[config.mk]
export PLATFORM = sky130hd
export DESIGN_NAME = prng_candidate_mismatch_score_unit
export DESIGN_NICKNAME = d
export VERILOG_FILES = /design/src/hdl/pcms_pkg.sv /design/src/hdl/pcms_regs.sv /design/src/hdl/pcms_gen.sv /design/src/hdl/pcms_score.sv /design/src/hdl/prng_candidate_mismatch_score_unit.sv
export SDC_FILE = /design/constraint.sdc
export NUM_CORES = 1
export LEC_CHECK = 0
export ABC_AREA = 1
export BUFFER_PORTS_ARGS = -buffer_cell sky130_fd_sc_hd__clkbuf_2
export CAP_MARGIN = 10
export CORE_MARGIN = 8
export CORE_UTILIZATION = 30
export CTS_CLUSTER_DIAMETER = 80
export DETAILED_ROUTE_END_ITERATION = 12
export HOLD_SLACK_MARGIN = 0.02
export PLACE_DENSITY = 0.45
export REMOVE_ABC_BUFFERS = 1
export SLEW_MARGIN = 25
export SYNTH_ARGS = -nofsm -noshare
export SYNTH_HDL_FRONTEND = slang
export SYNTH_SLANG_ARGS = --single-unit
[constraint.sdc]
create_clock -name clk -period 9.88 [get_ports clk]
set_clock_uncertainty 0.2 [all_clocks]
set_input_delay 1.976 -clock clk [delete_from_list [all_inputs] [get_ports clk]]
set_output_delay 1.976 -clock clk [all_outputs]
set_load 0.02 [all_outputs]
[src/hdl/pcms_pkg.sv]
// Shared types, constants and helper functions for the candidate mismatch scorer.
// No dependencies; every module of the block imports this package.
`timescale 1ns / 1ps

package pcms_pkg;

	localparam int SCORE_BITS_DEF = 32;
	localparam int WORD_BITS      = 64;
	localparam int THR_BITS       = 25;
	localparam int K_BITS         = 24;
	localparam int WEIGHT_BITS    = 6;
	localparam int OUT_SCORE_BITS = 32;
	localparam int MODE_BITS      = 3;
	localparam int ADDR_BITS      = 5;
	localparam int REG_IDX_BITS   = 2;

	// xoroshiro128 step and ++ scrambler rotations
	localparam int unsigned ROT_A    = 49;
	localparam int unsigned SHIFT_B  = 21;
	localparam int unsigned ROT_C    = 28;
	localparam int unsigned ROT_OUT  = 17;

	localparam logic [WEIGHT_BITS-1:0] WEIGHT_UNIT  = 6'd1;
	localparam logic [WEIGHT_BITS-1:0] WEIGHT_HEAVY = 6'd50;

	// register indexes, taken from paddr[4:3]
	typedef enum logic [REG_IDX_BITS-1:0] {
		REG_SEED_LOW  = 2'd0,
		REG_SEED_HIGH = 2'd1,
		REG_MODE      = 2'd2,
		REG_NONE      = 2'd3
	} reg_idx_t;

	localparam logic [MODE_BITS-1:0] MODE_RESET    = 3'd1;
	localparam logic [MODE_BITS-1:0] MODE_ONE_STEP = 3'd4;
	localparam logic [MODE_BITS-1:0] MODE_TWO_STEP = 3'd5;

	typedef struct packed {
		logic [WORD_BITS-1:0] seed_low;
		logic [WORD_BITS-1:0] seed_high;
		logic [MODE_BITS-1:0] mode;
	} cfg_t;

	// per-item control carried alongside the generator output
	typedef struct packed {
		logic [THR_BITS-1:0] threshold;
		logic                observed;
		logic                last;
		logic                scored;
		logic                heavy;
	} item_t;

	typedef struct packed {
		logic [WORD_BITS-1:0] s0;
		logic [WORD_BITS-1:0] s1;
	} xoro_state_t;

	function automatic logic [WORD_BITS-1:0] rotl64(input logic [WORD_BITS-1:0] v,
			input int unsigned r);
		rotl64 = (v << r) | (v >> (WORD_BITS - r));
	endfunction

	function automatic xoro_state_t xoro_step(input xoro_state_t st);
		logic [WORD_BITS-1:0] x;
		x = st.s0 ^ st.s1;
		xoro_step.s0 = rotl64(st.s0, ROT_A) ^ x ^ (x << SHIFT_B);
		xoro_step.s1 = rotl64(x, ROT_C);
	endfunction

endpackage

[src/hdl/pcms_regs.sv]
// APB-style configuration registers: candidate seed halves and scoring mode.
// Depends on pcms_pkg.
`timescale 1ns / 1ps

module pcms_regs (
	input  logic                            clk,
	input  logic                            arst_n,
	input  logic                            psel,
	input  logic                            penable,
	input  logic                            pwrite,
	input  logic [pcms_pkg::ADDR_BITS-1:0]  paddr,
	input  logic [pcms_pkg::WORD_BITS-1:0]  pwdata,
	output logic [pcms_pkg::WORD_BITS-1:0]  prdata,
	output logic                            pready,
	output pcms_pkg::cfg_t                  cfg
);
	import pcms_pkg::*;

	logic [WORD_BITS-1:0] seed_low_q;
	logic [WORD_BITS-1:0] seed_high_q;
	logic [MODE_BITS-1:0] mode_q;
	logic                 wr_en;
	reg_idx_t             idx;

	assign pready = 1'b1;
	assign idx    = reg_idx_t'(paddr[ADDR_BITS-1:ADDR_BITS-REG_IDX_BITS]);
	assign wr_en  = psel & penable & pwrite & pready;

	always_ff @(posedge clk or negedge arst_n) begin
		if (!arst_n) begin
			seed_low_q  <= '0;
			seed_high_q <= '0;
			mode_q      <= MODE_RESET;
		end else if (wr_en) begin
			case (idx)
				REG_SEED_LOW:  seed_low_q  <= pwdata;
				REG_SEED_HIGH: seed_high_q <= pwdata;
				REG_MODE:      mode_q      <= pwdata[MODE_BITS-1:0];
				default:       ;
			endcase
		end
	end

	always_comb begin
		case (idx)
			REG_SEED_LOW:  prdata = seed_low_q;
			REG_SEED_HIGH: prdata = seed_high_q;
			REG_MODE:      prdata = WORD_BITS'(mode_q);
			default:       prdata = '0;
		endcase
	end

	assign cfg.seed_low  = seed_low_q;
	assign cfg.seed_high = seed_high_q;
	assign cfg.mode      = mode_q;

endmodule

[src/hdl/pcms_gen.sv]
// Input register and generator stage: xoroshiro steps, seed mix and the first
// half of the ++ scrambler (add and rotate). Depends on pcms_pkg.
`timescale 1ns / 1ps

module pcms_gen (
	input  logic                            clk,
	input  logic                            arst_n,
	input  pcms_pkg::cfg_t                  cfg,
	input  logic                            in_valid,
	output logic                            in_ready,
	input  logic [pcms_pkg::WORD_BITS-1:0]  position_seed,
	input  logic [pcms_pkg::THR_BITS-1:0]   threshold,
	input  logic                            observed,
	input  logic                            last_item,
	output logic                            gen_valid,
	input  logic                            gen_ready,
	output logic [pcms_pkg::WORD_BITS-1:0]  rot_sum,
	output logic [pcms_pkg::WORD_BITS-1:0]  mix_low,
	output pcms_pkg::item_t                 item
);
	import pcms_pkg::*;

	logic                 valid_s1;
	logic [WORD_BITS-1:0] pos_s1;
	logic [THR_BITS-1:0]  thr_s1;
	logic                 obs_s1;
	logic                 last_s1;

	logic                 valid_s2;
	logic [WORD_BITS-1:0] rot_s2;
	logic [WORD_BITS-1:0] lo_s2;
	item_t                item_s2;

	logic                 adv_s1;
	logic                 adv_s2;
	xoro_state_t          st_zero;
	xoro_state_t          st_one;
	xoro_state_t          st_two;
	xoro_state_t          st_sel;
	logic [WORD_BITS-1:0] lo;
	logic [WORD_BITS-1:0] hi;
	logic [WORD_BITS-1:0] sum;
	item_t                item_d;

	assign adv_s2   = !valid_s2 || gen_ready;
	assign adv_s1   = !valid_s1 || adv_s2;
	assign in_ready = adv_s1;

	always_ff @(posedge clk or negedge arst_n) begin
		if (!arst_n) begin
			valid_s1 <= 1'b0;
		end else if (adv_s1) begin
			valid_s1 <= in_valid;
		end
	end

	always_ff @(posedge clk) begin
		if (adv_s1 && in_valid) begin
			pos_s1  <= position_seed;
			thr_s1  <= threshold;
			obs_s1  <= observed;
			last_s1 <= last_item;
		end
	end

	// state pair starts as (position_seed, 0) and takes 0, 1 or 2 steps
	always_comb begin
		st_zero.s0 = pos_s1;
		st_zero.s1 = '0;
		st_one     = xoro_step(st_zero);
		st_two     = xoro_step(st_one);
		case (cfg.mode)
			MODE_ONE_STEP: st_sel = st_one;
			MODE_TWO_STEP: st_sel = st_two;
			default:       st_sel = st_zero;
		endcase
		lo  = cfg.seed_low ^ st_sel.s0;
		hi  = cfg.seed_high ^ st_sel.s1;
		sum = lo + hi;

		item_d.threshold = thr_s1;
		item_d.observed  = obs_s1;
		item_d.last      = last_s1;
		item_d.scored    = (cfg.mode <= MODE_TWO_STEP);
		item_d.heavy     = (cfg.mode == MODE_TWO_STEP);
	end

	always_ff @(posedge clk or negedge arst_n) begin
		if (!arst_n) begin
			valid_s2 <= 1'b0;
		end else if (adv_s2) begin
			valid_s2 <= valid_s1;
		end
	end

	always_ff @(posedge clk) begin
		if (adv_s2 && valid_s1) begin
			rot_s2  <= rotl64(sum, ROT_OUT);
			lo_s2   <= lo;
			item_s2 <= item_d;
		end
	end

	assign gen_valid = valid_s2;
	assign rot_sum   = rot_s2;
	assign mix_low   = lo_s2;
	assign item      = item_s2;

endmodule

[src/hdl/pcms_score.sv]
// Prediction, mismatch weighting and the saturating score accumulator, ending
// in the result register. Depends on pcms_pkg.
`timescale 1ns / 1ps

module pcms_score #(
	parameter int SCORE_BITS = pcms_pkg::SCORE_BITS_DEF
) (
	input  logic                                 clk,
	input  logic                                 arst_n,
	input  logic                                 gen_valid,
	output logic                                 gen_ready,
	input  logic [pcms_pkg::WORD_BITS-1:0]       rot_sum,
	input  logic [pcms_pkg::WORD_BITS-1:0]       mix_low,
	input  pcms_pkg::item_t                      item,
	output logic                                 out_valid,
	input  logic                                 out_ready,
	output logic                                 mismatch,
	output logic [pcms_pkg::WEIGHT_BITS-1:0]     added_weight,
	output logic [pcms_pkg::OUT_SCORE_BITS-1:0]  running_score,
	output logic                                 last_result
);
	import pcms_pkg::*;

	localparam int SUM_BITS = SCORE_BITS + 1;

	logic                   valid_s3;
	logic                   mis_s3;
	logic [WEIGHT_BITS-1:0] weight_s3;
	logic                   last_s3;

	logic                      valid_q;
	logic                      mis_q;
	logic [WEIGHT_BITS-1:0]    weight_q;
	logic [OUT_SCORE_BITS-1:0] score_q;
	logic                      last_q;
	logic [SCORE_BITS-1:0]     acc_q;

	logic                   adv_s3;
	logic                   load;
	logic [WORD_BITS-1:0]   gen;
	logic                   pred;
	logic                   mis_d;
	logic [WEIGHT_BITS-1:0] weight_d;
	logic [SUM_BITS-1:0]    acc_sum;
	logic [SCORE_BITS-1:0]  acc_next;

	assign load      = valid_s3 && (!valid_q || out_ready);
	assign adv_s3    = !valid_s3 || load;
	assign gen_ready = adv_s3;

	// finish the ++ output and compare its top bits with the threshold
	always_comb begin
		gen      = rot_sum + mix_low;
		pred     = ({1'b0, gen[WORD_BITS-1 -: K_BITS]} < item.threshold);
		mis_d    = item.scored & (pred ^ item.observed);
		weight_d = '0;
		if (mis_d) begin
			weight_d = (item.heavy && item.observed) ? WEIGHT_HEAVY : WEIGHT_UNIT;
		end
	end

	always_ff @(posedge clk or negedge arst_n) begin
		if (!arst_n) begin
			valid_s3 <= 1'b0;
		end else if (adv_s3) begin
			valid_s3 <= gen_valid;
		end
	end

	always_ff @(posedge clk) begin
		if (adv_s3 && gen_valid) begin
			mis_s3    <= mis_d;
			weight_s3 <= weight_d;
			last_s3   <= item.last;
		end
	end

	// saturate on carry out of the accumulator width
	always_comb begin
		acc_sum = {1'b0, acc_q} + SUM_BITS'(weight_s3);
		if (acc_sum[SCORE_BITS]) begin
			acc_next = '1;
		end else begin
			acc_next = acc_sum[SCORE_BITS-1:0];
		end
	end

	always_ff @(posedge clk or negedge arst_n) begin
		if (!arst_n) begin
			valid_q <= 1'b0;
			acc_q   <= '0;
		end else begin
			if (load) begin
				valid_q <= 1'b1;
				acc_q   <= last_s3 ? '0 : acc_next;
			end else if (out_ready) begin
				valid_q <= 1'b0;
			end
		end
	end

	always_ff @(posedge clk) begin
		if (load) begin
			mis_q    <= mis_s3;
			weight_q <= weight_s3;
			score_q  <= OUT_SCORE_BITS'(acc_next);
			last_q   <= last_s3;
		end
	end

	assign out_valid     = valid_q;
	assign mismatch      = mis_q;
	assign added_weight  = weight_q;
	assign running_score = score_q;
	assign last_result   = last_q;

	a_weight_needs_mismatch: assert property (@(posedge clk) disable iff (!arst_n)
		(valid_q && weight_q != '0) |-> mis_q)
		else $error("weight emitted without a mismatch");

	a_weight_codes: assert property (@(posedge clk) disable iff (!arst_n)
		valid_q |-> (weight_q == '0 || weight_q == WEIGHT_UNIT || weight_q == WEIGHT_HEAVY))
		else $error("weight is not 0, 1 or 50");

	a_clear_after_last: assert property (@(posedge clk) disable iff (!arst_n)
		(load && last_s3) |=> (acc_q == '0))
		else $error("score not cleared after last result");

	a_acc_tracks_score: assert property (@(posedge clk) disable iff (!arst_n)
		(load && !last_s3) |=> (score_q == OUT_SCORE_BITS'(acc_q)))
		else $error("emitted score differs from accumulator");

endmodule

[src/hdl/prng_candidate_mismatch_score_unit.sv]
// Top level of the candidate mismatch scorer: configuration registers, generator
// stage and scoring stage. Depends on pcms_pkg, pcms_regs, pcms_gen, pcms_score.
`timescale 1ns / 1ps

// Scores one 128-bit xoroshiro128++ candidate seed against a stream of
// observations. Each transfer on s_* carries a position seed, a 1.24 threshold
// and an observed bit; one result per observation leaves on m_* with the
// mismatch flag, the weight added and the saturating running score, which
// clears after the result marked tlast. One observation is taken every cycle
// while m_tready does not hold the output back; each observation passes
// through the input, generator, compare and result registers in that order,
// and the accumulator update at the result register sets that rate.
// Seed and mode are written through the APB port at byte addresses 0, 8 and 16;
// the user must write them only while no observation is in flight, as the
// block itself does not enforce this.
module prng_candidate_mismatch_score_unit #(
	parameter int SCORE_BITS = pcms_pkg::SCORE_BITS_DEF
) (
	input  logic                            clk,
	input  logic                            arst_n,
	input  logic                            psel,
	input  logic                            penable,
	input  logic                            pwrite,
	input  logic [pcms_pkg::ADDR_BITS-1:0]  paddr,
	input  logic [pcms_pkg::WORD_BITS-1:0]  pwdata,
	output logic [pcms_pkg::WORD_BITS-1:0]  prdata,
	output logic                            pready,
	input  logic                            s_tvalid,
	output logic                            s_tready,
	// [63:0] position_seed, [88:64] threshold, [89] observed, [95:90] zero
	input  logic [95:0]                     s_tdata,
	input  logic                            s_tlast,
	output logic                            m_tvalid,
	input  logic                            m_tready,
	// [0] mismatch, [6:1] added_weight, [38:7] running_score, [39] zero
	output logic [39:0]                     m_tdata,
	output logic                            m_tlast
);
	import pcms_pkg::*;

	cfg_t                      cfg;
	logic                      gen_valid;
	logic                      gen_ready;
	logic [WORD_BITS-1:0]      rot_sum;
	logic [WORD_BITS-1:0]      mix_low;
	item_t                     item;
	logic                      mismatch;
	logic [WEIGHT_BITS-1:0]    added_weight;
	logic [OUT_SCORE_BITS-1:0] running_score;

	pcms_regs u_regs (
		.clk     (clk),
		.arst_n  (arst_n),
		.psel    (psel),
		.penable (penable),
		.pwrite  (pwrite),
		.paddr   (paddr),
		.pwdata  (pwdata),
		.prdata  (prdata),
		.pready  (pready),
		.cfg     (cfg)
	);

	pcms_gen u_gen (
		.clk           (clk),
		.arst_n        (arst_n),
		.cfg           (cfg),
		.in_valid      (s_tvalid),
		.in_ready      (s_tready),
		.position_seed (s_tdata[63:0]),
		.threshold     (s_tdata[88:64]),
		.observed      (s_tdata[89]),
		.last_item     (s_tlast),
		.gen_valid     (gen_valid),
		.gen_ready     (gen_ready),
		.rot_sum       (rot_sum),
		.mix_low       (mix_low),
		.item          (item)
	);

	pcms_score #(
		.SCORE_BITS (SCORE_BITS)
	) u_score (
		.clk           (clk),
		.arst_n        (arst_n),
		.gen_valid     (gen_valid),
		.gen_ready     (gen_ready),
		.rot_sum       (rot_sum),
		.mix_low       (mix_low),
		.item          (item),
		.out_valid     (m_tvalid),
		.out_ready     (m_tready),
		.mismatch      (mismatch),
		.added_weight  (added_weight),
		.running_score (running_score),
		.last_result   (m_tlast)
	);

	assign m_tdata = {1'b0, running_score, added_weight, mismatch};

endmodule
After elaboration in Yosys (flattened, before gate mapping)
Index checks and enable logic that the tools add are counted.
{ "totals": {"regBits": 463, "wordCells": 76} }
{ "classes": {"n_addsub": 3, "magnitude_cmp": 2, "n_eq_ne": 4, "muxes": 7, "bitwise": 16, "n_reduce_logical": 18} }
{ "op_table": {"columns": ["cell", "count"], "rows": [
  ["bitwise XOR 64 bit", 7],
  ["one-hot mux 128 bit (2 select lines)", 1],
  ["one-hot mux 64 bit (3 select lines)", 1],
  ["adder 64 bit", 2],
  ["OR 64 x 28 -> 64 bit", 2],
  ["OR 64 x 49 -> 64 bit", 2],
  ["two-way mux 32 bit", 2],
  ["OR 64 x 17 -> 64 bit", 1],
  ["adder 32 x 6 -> 33 bit", 1],
  ["less-than comparator 24 x 25 -> 1 bit", 1],
  ["equality test 3 bit, second input constant", 2],
  ["two-way mux 6 bit", 1],
  ["AND reduction 2 bit", 3],
  ["logical AND 1 bit", 5],
  ["logical NOT 1 bit", 4],
  ["logical OR 1 bit", 4],
  ["AND 1 bit", 3],
  ["less-or-equal comparator 3 bit, second input constant", 1],
  ["equality test 2 x 1 -> 1 bit, second input constant", 1],
  ["equality test 2 bit, second input constant", 1],
  ["logical NOT 2 bit", 1],
  ["two-way mux 1 bit", 2],
  ["nonzero test 2 bit", 1],
  ["bitwise XOR 1 bit", 1]
]} }

Longest topological paths before layout
{ "depth": {"word_depth": 10, "ltp_mapped": 26, "depth_no_buf": 26} }

By module
Synthesis repeated with hierarchy kept, for this count alone.
{ "hier_totals": {"hier_cells": 4131, "hier_area_um2": 32334.8} }
{ "by_module_without_submodules": {"columns": ["module", "instances", "cells_per_inst", "area_per_inst_um2", "seq_area_each_um2"], "rows": [
  ["pcms_gen", 1, 2234, 18702.9, 7497.2],
  ["pcms_score", 1, 1117, 7663.6, 2052.0],
  ["pcms_regs", 1, 777, 5949.5, 3279.4],
  ["prng_candidate_mismatch_score_unit", 1, 3, 18.8, 0.0]
]} }

Least setup slack after synthesis
OpenSTA, ideal clock, no wires.
{ "synth_path": {"kind": "input -> register", "startpoint": "input port m_tready", "endpoint": "register u_gen.last_s1 (enable)", "setup_ps": 543, "t_arrival_ps": 6156, "path_slack_ps": 2981, "cell_stages": 8, "path_cell_list": "nor2_1 -> inv_1 -> nor2_1 -> inv_1 -> nor2_1 -> inv_1 -> nor2_1 -> nor2_1"} }
{ "synth_between": {"elab_chain_len": 6} }
{ "synth_lines": {"columns": ["element", "line", "rtl"], "rows": [
  ["start, declared", "prng_candidate_mismatch_score_unit.sv:34", "input logic m_tready,"],
  ["logical OR 1 bit", "pcms_score.sv:47", "assign load = valid_s3 && (!valid_q || out_ready);"],
  ["logical AND 1 bit", "pcms_score.sv:47", null],
  ["logical OR 1 bit", "pcms_score.sv:48", "assign adv_s3 = !valid_s3 || load;"],
  ["logical OR 1 bit", "pcms_gen.sv:45", "assign adv_s2 = !valid_s2 || gen_ready;"],
  ["logical OR 1 bit", "pcms_gen.sv:46", "assign adv_s1 = !valid_s1 || adv_s2;"],
  ["logical AND 1 bit", "pcms_gen.sv:58", "if (adv_s1 && in_valid) begin"],
  ["end signal, assigned", "pcms_gen.sv:62", "last_s1 <= last_item;"],
  ["end, declared", "pcms_gen.sv:27", "logic last_s1;"]
]} }
Every way passes these cells.
A chain may end at the register's enable or synchronous reset.

Worst setup path in the final report
{ "layout_path": {"startpoint": "register u_regs.mode_q[2]", "endpoint": "register u_gen.rot_s2[0] (netlist: u_gen.rot_sum[0]) (data pin)"} }
{ "layout_between": {"elab_chain_len": 5} }
{ "layout_lines": {"columns": ["element", "line", "rtl"], "rows": [
  ["start, declared", "pcms_regs.sv:21", "logic [MODE_BITS-1:0] mode_q;"],
  ["start signal, assigned", "pcms_regs.sv:38", "REG_MODE: mode_q <= pwdata[MODE_BITS-1:0];"],
  ["equality test 3 bit", "pcms_gen.sv:72", "case (cfg.mode)"],
  ["one-hot mux 128 bit (2 select lines) *", "pcms_gen.sv:72", null],
  ["bitwise XOR 64 bit *", "pcms_gen.sv:77", "lo = cfg.seed_low ^ st_sel.s0;"],
  ["named net u_gen.lo[3]", "pcms_gen.sv:40", "logic [WORD_BITS-1:0] lo;"],
  ["adder 64 bit *", "pcms_gen.sv:79", "sum = lo + hi;"],
  ["named net u_gen.sum[47]", "pcms_gen.sv:42", "logic [WORD_BITS-1:0] sum;"],
  ["OR 64 x 17 -> 64 bit *", "pcms_pkg.sv:60", "rotl64 = (v << r) | (v >> (WORD_BITS - r));"],
  ["end signal, assigned", "pcms_gen.sv:98", "rot_s2 <= rotl64(sum, ROT_OUT);"],
  ["end, declared", "pcms_gen.sv:30", "logic [WORD_BITS-1:0] rot_s2;"]
]} }
The timed path passes the listed nets; every way through them passes the cells marked *.

==> impl_metrics.tcl <==
set metrics [dict create \
    outcome "complete, no violations" \
    gr-usage-met1 0.270 \
    p_leak_nw 15.9 \
    irDropWorstVdd_mv 0.144 \
    yosysUniqueCellTypes 60 \
    clkLatencyLatePin_ns 0.66 \
    startpoint_type "flop" \
    cts_setup_buffers 0 \
    grt_use_total 0.206 \
    synthAdderAreaFrac 0.0638 \
    syn_area_um2 30400 \
    fin_cells 5294 \
    area_delta_synth_final_pct 15.6 \
    synthXorXnorAreaFrac 0.121 \
    relSlewSlack 0.299 \
    crit_path_end_kind "flop" \
    cts_buffers 55 \
    drive_above_1_share 0.110 \
    cp.arrival_ns 6.57 \
    grtUsageMet3 0.0239 \
    coreArea_um2 100000 \
    cts_root_buf "clkbuf_16" \
    port_buffers 267 \
    grt_max_degree 99 \
    drt_iter0_markers 1942 \
    post-route-util 0.351 \
    tns_ns 0 \
    final_nets 4219 \
    grt_pass1_wl_um 172000 \
    synth_top_family_by_area "simple AND/OR/NAND/NOR gates" \
    boundaryPins 281 \
    finalHoldViolations 0 \
    crit_type "reg2reg" \
    period_share 0.640 \
    powerDensity_nw_per_um2 305 \
    yosysSeqAreaShare 0.422 \
    slew_violations 0 \
    synth_simple_gate_area_frac 0.158 \
    worstPathRequired_ns 10.12 \
    ant_nets 0 \
    gp_congestion 0.943 \
    path_clk_slew_ns 0.06 \
    post_drt_wl_per_cell_um 22.3 \
    htreeDepth 2 \
    antenna_found_initial 3 \
    grt_pass1_vias 26000 \
    synth-seq-cells 455 \
    cap_violations 0 \
    start_util 0.303 \
    dieWidth_um 334 \
    num_vias 25600 \
    grt_use_met2 0.353 \
    first_pass_iters 6 \
    post-route-min-period_ns 6.32 \
    synthMuxAreaShare 0.000329 \
    avgSynthCellArea_um2 8.32 \
    yosysTopAreaCellShare 0.284 \
    synth-compound-area-share 0.157 \
    cts.sinks 455 \
    wl_um 118000 \
    hpwlAfterDp_um 95900 \
    fmax_ghz 0.158 \
    viasPerCell 4.83 \
    ys.flop_type "edfxtp_1" \
    ctsHoldBuffers 0 \
    setup_viol 0 \
    ys_top_cells_by_area "edfxtp_1 (28%), dfrtp_1 (14%), xor2_1 (9.4%), nand2_1 (8.8%), o21ai_0 (6.6%)" \
    row_count 116 \
    n_antenna_cell 0 \
    dp_cells 5192 \
    worst_slew_pin_slew_ns 1.05 \
    dieHeight_um 334 \
    ctsResizeCount 0 \
    synthArstFlopShare 0.367 \
    synth_cells 3654 \
    drc 0 \
    worst-path-max-fanout 46 \
    yosys_warnings 0 \
    synth_largest_area_cell "edfxtp_1" \
    synth_edf_count 288 \
    rsz0062_at_grt "no" \
    cts_buffer_depth 3 \
    grt-ovfl-total 0 \
    grt.busiest_layer "met2" \
    dieArea_um2 112000 \
    cts_tree "yes" \
    worstHoldPathType "reg2reg" \
]
-- logic make-up after synthesis --
family | after synthesis
adders and majority gates | 154
AOI/OAI and AO/OA | 843
other | 2
muxes | 1
DFF | 455
buffers and inverters | 615
and+or+nand+nor | 1164
xor gates and xnor gates | 420
-- flip-flops by register name, summed over array words and instances, names as in the netlist, 2 cells and up --
signal and flops:
u_score.acc_q 32, u_regs.seed_high_q 64, u_gen.mix_low 64, u_gen.thr_s1 25
u_gen.item 29, u_gen.rot_sum 64, u_score.running_score 32, u_score.weight_s3 2
u_gen.pos_s1 64, u_regs.seed_low_q 64, u_score.added_weight 2, u_regs.mode_q 3
-- final timing paths --
path	startpoint	end	slack (ns)	cells after the start
worst max register to register	u_regs.mode_q[2]	u_gen.rot_sum[0]	3.56	22
worst min register to register	u_gen.thr_s1[23]	u_gen.item[27]	0.22	0
worst max-delay path	u_regs.mode_q[2]	u_gen.rot_sum[0]	3.56	22
worst min-delay path	u_gen.thr_s1[23]	u_gen.item[27]	0.22	0
min in group asynchronous	arst_n	u_score.acc_q[29]	1.14	1
max in group asynchronous	arst_n	u_regs.seed_low_q[33]	7.06	2
-- routing by layer --
layer | vias up | share of wire
met5 | - | 0
met4 | 0 | 0.032
li1 | 12700 | -
met1 | 12200 | 0.45
met3 | 133 | 0.042
met2 | 602 | 0.48
-- Yosys cell counts (all sizes together) (7+ instances only) --
cell	instances
a21o	19
clkbuf	87
ha	152
nor4	11
nand2	716
o221ai	17
xor2	329
a21oi	214
nand3	96
nand4	22
inv	501
buf	22
o21a	12
xnor2	91
o211ai	30
o22ai	42
nor2	263
dfrtp	166
a22o	12
o21bai	10
a211oi	7
nor3	37
or2	10
edfxtp	288
o21ai	408
a22oi	27
a31oi	29
-- metrics by stage --
stage	power, mW	hold WS (ns)	setup slack [ns]	cell area [um2]
finish	10.7	0.215	3.56	35200
global route	11.4	0.238	3.31	35200
CTS	10.8	0.223	3.65	35200
detailed placement	8.52	0.205	3.67	33200
global placement	8.53	0.204	3.64	33200
floorplan	6.40	0.200	1.16	30000
-- power breakdown --
group	switching (mW)	total, mW	internal, mW
Sequential	0.316	2.95	2.64
Clock	0.858	2.17	1.32
Combinational	3.85	5.58	1.74
-- cell usage in the layout, fill, tap and decap left out, types with 10 or more instances in the layout --
| master | instances |
|---|---|
| nand2_1 | 709 |
| inv_1 | 494 |
| o21ai_0 | 401 |
| xor2_1 | 327 |
| edfxtp_1 | 288 |
| clkbuf_2 | 266 |
| nor2_1 | 249 |
| a21oi_1 | 213 |
| dfrtp_1 | 166 |
| ha_1 | 152 |
| xnor2_1 | 91 |
| nand3_1 | 88 |
| clkbuf_16 | 57 |
| o22ai_1 | 42 |
| nor3_1 | 37 |
| o211ai_1 | 29 |
| a31oi_1 | 29 |
| a22oi_1 | 27 |
| nand4_1 | 22 |
| buf_4 | 21 |
| a21o_1 | 19 |
| o221ai_1 | 17 |
| a22o_1 | 12 |
| o21a_1 | 12 |
| nor4_1 | 11 |
| clkinv_2 | 11 |
| o21bai_1 | 10 |
-- layout make-up --
cell class,count,area (um2)
fillers,10600,65100
inverters,506,1910
repair buffers,288,1500
clock inverters,33,439
clock buffers,69,1500
multi-input cells,2586,15300
well taps,1357,1700
flip-flops and latches,455,12800
-- worst max-delay path, stage by stage, from the launching register on --
cell and delay (ns):
dfrtp_1 0.40, inv_1 0.07, nor2_2 0.04, inv_1 0.05
buf_4 0.47, nor2_4 0.16, inv_2 0.56, buf_4 0.58
o22ai_1 0.18, a21oi_1 0.28, xor2_1 0.27, ha_1 0.33
nand2_1 0.09, inv_1 0.04, a21oi_1 0.50, o21ai_0 0.31
a21oi_1 0.39, inv_1 0.08, a21oi_1 0.34, o21ai_0 0.22
nand2_1 0.10, nand2_1 0.07, xor2_1 0.29
Note: power is estimated with default switching activity, not from simulation.
